### config.mk
export PLATFORM = sky130hd
export DESIGN_NAME = prw_ctrl
export DESIGN_NICKNAME = d
export VERILOG_FILES = /design/src/hw/rtl/prw_pkg.sv /design/src/hw/rtl/prw_ctrl.sv
export SDC_FILE = /design/constraint.sdc
export NUM_CORES = 1
export LEC_CHECK = 0
export BUFFER_PORTS_ARGS = -buffer_cell sky130_fd_sc_hd__buf_2
export CORE_ASPECT_RATIO = 1.4
export CORE_UTILIZATION = 36
export CTS_CLUSTER_SIZE = 25
export DETAILED_ROUTE_END_ITERATION = 8
export REMOVE_ABC_BUFFERS = 1
export SETUP_SLACK_MARGIN = 0.4
export SLEW_MARGIN = 5
export SYNTH_ARGS = -nofsm -noshare
export SYNTH_HDL_FRONTEND = slang
export SYNTH_SLANG_ARGS = --single-unit
### constraint.sdc
create_clock -name clk -period 2.95 [get_ports clk]
set_clock_uncertainty 0.05 [all_clocks]
set_input_delay 0.1475 -clock clk [delete_from_list [all_inputs] [get_ports clk]]
set_output_delay 0.1475 -clock clk [all_outputs]
set_load 0.02 [all_outputs]
### src/hw/rtl/prw_pkg.sv
// Shared types and constants for the particle weight resampler.
// Used by the channel interfaces, the controller, the datapath and the top level.
`default_nettype none

package prw_pkg;

  // Field and store widths.
  localparam int IDX_W    = 8;
  localparam int SLOTS    = 1 << IDX_W;
  localparam int WEIGHT_W = 17;
  localparam int CUM_W    = 25;
  localparam int SQ_W     = 41;
  localparam int WORD_W   = 16;
  localparam int FRAC_W   = 16;
  localparam int CNT_W    = 9;
  localparam int THR_W    = CUM_W + FRAC_W;

  // The 41-bit square sum is multiplied by the count in two halves.
  localparam int SQ_LO_W  = 21;
  localparam int SQ_HI_W  = SQ_W - SQ_LO_W;
  localparam int LHS_LO_W = SQ_LO_W + CNT_W;
  localparam int LHS_HI_W = SQ_HI_W + CNT_W;
  localparam int LHS_W    = SQ_W + CNT_W;
  localparam int RHS_W    = 2 * CUM_W;

  // Largest usable particle count.
  localparam int MAX_PARTICLES = 256;
  localparam int COUNT_BOUND   = (MAX_PARTICLES < SLOTS) ? MAX_PARTICLES : SLOTS;
  localparam logic [CNT_W-1:0] COUNT_BOUND_V = CNT_W'(COUNT_BOUND);
  localparam logic [CNT_W-1:0] COUNT_RESET   = CNT_W'(256);

  // Weight of one in Q1.16.
  localparam logic [WEIGHT_W-1:0] WEIGHT_ONE = WEIGHT_W'(65536);

  // Request function codes.
  localparam logic FUNC_LOAD = 1'b0;
  localparam logic FUNC_DRAW = 1'b1;

  // Configuration register indexes.
  localparam int CFG_IDX_W  = 1;
  localparam int CFG_DATA_W = CNT_W;
  localparam logic [CFG_IDX_W-1:0] CFG_COUNT    = 1'b0;
  localparam logic [CFG_IDX_W-1:0] CFG_ADAPTIVE = 1'b1;

  // Request and result payloads.
  typedef struct packed {
    logic                func;
    logic [IDX_W-1:0]    slot;
    logic [WEIGHT_W-1:0] particle_weight;
    logic [WORD_W-1:0]   pos_x;
    logic [WORD_W-1:0]   pos_y;
    logic [WORD_W-1:0]   scale;
    logic [FRAC_W-1:0]   random_fraction;
  } prw_in_t;

  typedef struct packed {
    logic [IDX_W-1:0]    source_index;
    logic [WEIGHT_W-1:0] out_weight;
    logic [WORD_W-1:0]   out_x;
    logic [WORD_W-1:0]   out_y;
    logic [WORD_W-1:0]   out_scale;
    logic                resampled;
  } prw_out_t;

  // Read address source for the stores.
  typedef enum logic [1:0] {
    ADDR_MID  = 2'd0,
    ADDR_IDX  = 2'd1,
    ADDR_PICK = 2'd2
  } addr_sel_t;

  // Commands from the controller to the datapath.
  typedef struct packed {
    logic      capture;
    logic      load_wr;
    logic      mul_en;
    logic      eval;
    logic      bin_chk;
    logic      lin_chk;
    logic      emit;
    addr_sel_t addr_sel;
  } prw_cmd_t;

  // Status from the datapath to the controller.
  typedef struct packed {
    logic req_draw;
    logic skip;
    logic mono;
    logic pred;
    logic lo_eq_hi;
    logic hi_last;
    logic idx_last;
    logic out_full;
  } prw_sts_t;

endpackage

`default_nettype wire

### src/hw/rtl/prw_ctrl.sv
// Sequencing state machine of the particle weight resampler.
// Depends on prw_pkg for the command and status structs.
`default_nettype none

module prw_ctrl (
  input  logic              clk,
  input  logic              rst_n,
  input  logic              in_valid,
  output logic              in_ready,
  input  prw_pkg::prw_sts_t sts,
  output prw_pkg::prw_cmd_t cmd
);
  import prw_pkg::*;

  typedef enum logic [9:0] {
    S_IDLE = 10'b00_0000_0001,
    S_LOAD = 10'b00_0000_0010,
    S_MUL  = 10'b00_0000_0100,
    S_CMP  = 10'b00_0000_1000,
    S_BRD  = 10'b00_0001_0000,
    S_BCHK = 10'b00_0010_0000,
    S_LRD  = 10'b00_0100_0000,
    S_LCHK = 10'b00_1000_0000,
    S_READ = 10'b01_0000_0000,
    S_EMIT = 10'b10_0000_0000
  } state_t;

  state_t state_r, state_nxt;

  // Next state and commands.
  always_comb begin
    state_nxt    = state_r;
    cmd          = '0;
    cmd.addr_sel = ADDR_PICK;
    in_ready     = 1'b0;
    case (state_r)
      S_IDLE: begin
        in_ready = 1'b1;
        if (in_valid) begin
          cmd.capture = 1'b1;
          state_nxt   = sts.req_draw ? S_MUL : S_LOAD;
        end
      end
      S_LOAD: begin
        cmd.load_wr = 1'b1;
        state_nxt   = S_IDLE;
      end
      S_MUL: begin
        cmd.mul_en = 1'b1;
        state_nxt  = S_CMP;
      end
      S_CMP: begin
        cmd.eval = 1'b1;
        if (sts.skip) begin
          state_nxt = S_READ;
        end else if (sts.mono) begin
          state_nxt = S_BRD;
        end else begin
          state_nxt = S_LRD;
        end
      end
      S_BRD: begin
        cmd.addr_sel = ADDR_MID;
        state_nxt    = S_BCHK;
      end
      S_BCHK: begin
        cmd.bin_chk = 1'b1;
        if (!sts.lo_eq_hi) begin
          state_nxt = S_BRD;
        end else if (sts.pred || sts.hi_last) begin
          state_nxt = S_READ;
        end else begin
          state_nxt = S_LRD;
        end
      end
      S_LRD: begin
        cmd.addr_sel = ADDR_IDX;
        state_nxt    = S_LCHK;
      end
      S_LCHK: begin
        cmd.lin_chk = 1'b1;
        state_nxt   = (sts.pred || sts.idx_last) ? S_READ : S_LRD;
      end
      S_READ: begin
        state_nxt = S_EMIT;
      end
      S_EMIT: begin
        if (!sts.out_full) begin
          cmd.emit  = 1'b1;
          state_nxt = S_IDLE;
        end
      end
      default: begin
        state_nxt = S_IDLE;
      end
    endcase
  end

  // State register.
  always_ff @(posedge clk) begin
    if (!rst_n) begin
      state_r <= S_IDLE;
    end else begin
      state_r <= state_nxt;
    end
  end

endmodule

`default_nettype wire

==> impl_metrics.json <==
{
  "antenna_cells": 0,
  "worstPathMaxFanout": 12,
  "whs_path_depth": 2,
  "grt_max_degree": 13,
  "wl_mm": 1.57,
  "synth-adder-area-share_pct": 0,
  "synthTopCellsByArea": "dfxtp_1 30%, nor3_1 6.0%, nor2_1 5.1%, xor2_1 4.0%, inv_1 3.4%",
  "yosysUniqueCellTypes": 35,
  "htree_levels": 1,
  "cts_buffers": 3,
  "final-setup-viol-count": 0,
  "clkTransAtPathRegs_ns": 0.07,
  "crit_family": "simple AND/OR/NAND/NOR gates",
  "final_cell_area_um2": 816,
  "drive_gt1_share_pct": 26.7,
  "synth_cells": 83,
  "ant_nets": 0,
  "slew-limit-headroom_pct": 74.1,
  "io_buffer_count": 20,
  "rows": 18,
  "grt_use_total_pct": 18.5,
  "crit_arrival_ns": 1.95,
  "remaining_drc_errors": 0,
  "path_cells": "or4b_1, or4_4, nor2_1, buf_2",
  "power.density_mw_per_mm2": 404,
  "worst_ep_required_time_ns": 2.75,
  "cp.depth": 4,
  "synth_top_family_by_area": "simple AND/OR/NAND/NOR gates",
  "insertion_delay_ns": 0.27,
  "maxCapViolCount": 0,
  "cts_buffer_depth": 2,
  "synth-xor-area-share_pct": 3.95,
  "die-area_mm2": 0.00202,
  "seqCellArea_um2": 200,
  "antenna_found_initial": 0,
  "avgViaCountPerCell": 5.56,
  "fillCellCount": 177,
  "path_class": "flop to output port",
  "critPathMaxStageDelay_ns": 0.54,
  "drt_iter0_markers": 5,
  "core-area_mm2": 0.00176,
  "p_leak_nw": 0.341,
  "dpl_cell_area_um2": 769,
  "syn_area_um2": 664,
  "avgSynthCellArea_um2": 8.00,
  "multi_input_area_um2": 422,
  "regMostFlops": "state_r",
  "yosysTopAreaCell": "dfxtp_1",
  "startpoint_type": "flop",
  "synthToLayoutAreaGrowth_pct": 22.8,
  "pin_count": 21,
  "setup-tns-final_ns": 0,
  "synth_compound_area_share_pct": 17.5,
  "reg_top3": "state_r x10",
  "hold_viol": 0,
  "status": "finished clean",
  "rsz0062_at_grt": "no",
  "gp_congestion": 0.759,
  "timing.fmax_mhz": 466,
  "ir_drop_mv": 0.185,
  "grt_pass1_wl_mm": 2.56,
  "clock_sinks": 10,
  "die_w_um": 38.3,
  "fin_crit_sh_pct": 72.7,
  "cts_setup_buffers": 0,
  "initial_core_util_pct": 37.8,
  "path_buf_inv": 1,
  "synth_warnings": 0,
  "cts_tree": "built",
  "dr.pass1.iters": 3,
  "synthSimpleGateAreaFrac_pct": 42.0,
  "wire_per_inst_um": 12.5,
  "period_needed_ns": 2.14,
  "synth_top_area_share_pct": 30.1,
  "cp_slowest_cell": "or4b_1",
  "slew_viol_final": 0,
  "hp-class": "input pin to flop",
  "cp-end-kind": "output port",
  "synthMuxAreaShare_pct": 0,
  "reg2reg_depth": 4,
  "die_height_um": 52.8,
  "overflow": 0,
  "hpwl_mm": 1.18,
  "seq_area_frac_synth_pct": 30.1,
  "grt_pass1_vias": 626,
  "clock-root-buffer": "clkbuf_4",
  "synth-seq-cells": 10,
  "routed-via-count": 695,
  "worstMarginPinSlew_ns": 0.386,
  "largest_register_ffs": 10,
  "nets": 117
}
==> path summary, 6_finish.rpt <==
| kind | end | startpoint | slack, ns |
|---|---|---|---|
| setup / recovery | cmd[2] | state_r[7]$_SDFFE_PN0P_ | 0.81 |
| hold / removal | state_r[6]$_SDFFE_PN0P_ | sts[4] | 0.04 |
| setup reg to reg | state_r[7]$_SDFFE_PN0P_ | state_r[7]$_SDFFE_PN0P_ | 1.12 |
| hold reg to reg | state_r[3]$_SDFFE_PN0P_ | state_r[1]$_SDFFE_PN0P_ | 0.49 |
==> report_power, final <==
| group | leakage (nW) | switching (W) | internal, W |
|---|---|---|---|
| Clock | 0.0210 | 0.0000530 | 0.0000751 |
| Sequential | 0.0810 | 0.00000567 | 0.000138 |
| Combinational | 0.239 | 0.0000339 | 0.0000238 |
| Total | 0.341 | 0.0000925 | 0.000237 |
==> cell usage in the layout, fill, tap and decap left out, drive strengths merged <==
master       count
buf             20
dfxtp           10
nor2             9
nor3             8
inv              6
o21ai            5
nand3            4
clkbuf           4
nor3b            3
nand2            3
nor4             3
xor2             3
and4             2
nand2b           2
or4b             2
o211ai           2
a211oi           2
or3              2
or4              2
nand4b           1
or2              1
nor2b            1
and3b            1
o2111a           1
o32a             1
o31ai            1
nor4b            1
nand3b           1
a21boi           1
o221ai           1
a21oi            1
dlygate4sd3      1
==> what timing repair did <==
item	in CTS	in global routing
hold buffers	1	0
hold endpoints to repair	1	0
gates resized for setup	0	0
==> area by class of cell <==
cell class              instances  share of cell area [%]
inverters                       6                    2.76
well taps                      20                    3.07
multi-input cells              64                    51.7
flip-flops and latches         10                    24.5
clock buffers                   4                    4.45
repair buffers                 21                    13.5
==> logic make-up after synthesis <==
| kind of cell | Yosys count |
|---|---|
| compound gates | 15 |
| xor+xnor | 3 |
| buf+inv | 9 |
| flops | 10 |
| simple gates | 46 |
==> layer usage <==
layer	GRT usage [%]	routed length (um)	vias to the layer above
li1	-	-	357
met1	19.6	664	314
met2	32.2	801	19
met3	2.55	57	5
met4	12.5	44	0
met5	0	0	-
==> synthesized netlist by cell type <==
| cell | n |
|---|---|
| dfxtp_1 | 10 |
| nor2_1 | 9 |
| nor3_1 | 8 |
| inv_1 | 6 |
| nand3_1 | 4 |
| o21ai_0 | 4 |
| nand2_1 | 3 |
| nor3b_1 | 3 |
| nor4_1 | 3 |
| xor2_1 | 3 |
| a211oi_1 | 2 |
| and4_1 | 2 |
| nand2b_1 | 2 |
| o211ai_1 | 2 |
| or4b_1 | 2 |
| a21boi_0 | 1 |
| a21oi_1 | 1 |
| and3b_1 | 1 |
| buf_2 | 1 |
| buf_6 | 1 |
| clkbuf_1 | 1 |
| nand3b_1 | 1 |
| nand4b_1 | 1 |
| nor2b_1 | 1 |
| nor4b_1 | 1 |
| o2111a_1 | 1 |
| o21ai_4 | 1 |
| o221ai_1 | 1 |
| o31ai_1 | 1 |
| o32a_1 | 1 |
| or2_2 | 1 |
| or3_1 | 1 |
| or3_4 | 1 |
| or4_1 | 1 |
| or4_4 | 1 |
==> per-stage QoR <==
step                worst slack, ns  utilization, %  hold WS, ns  power [W]  std cells
finish                        0.806            46.4       0.0361   0.000330        125
global route                  0.610            46.4       0.0562   0.000349        125
floorplan                      1.12               -        0.176   0.000182         80
detailed placement             1.12            43.8        0.283   0.000203        120
global placement               1.12            43.8        0.281   0.000203        120
CTS                           0.815            46.4       0.0395   0.000332        125
Note: power is estimated with default switching activity, not from simulation.
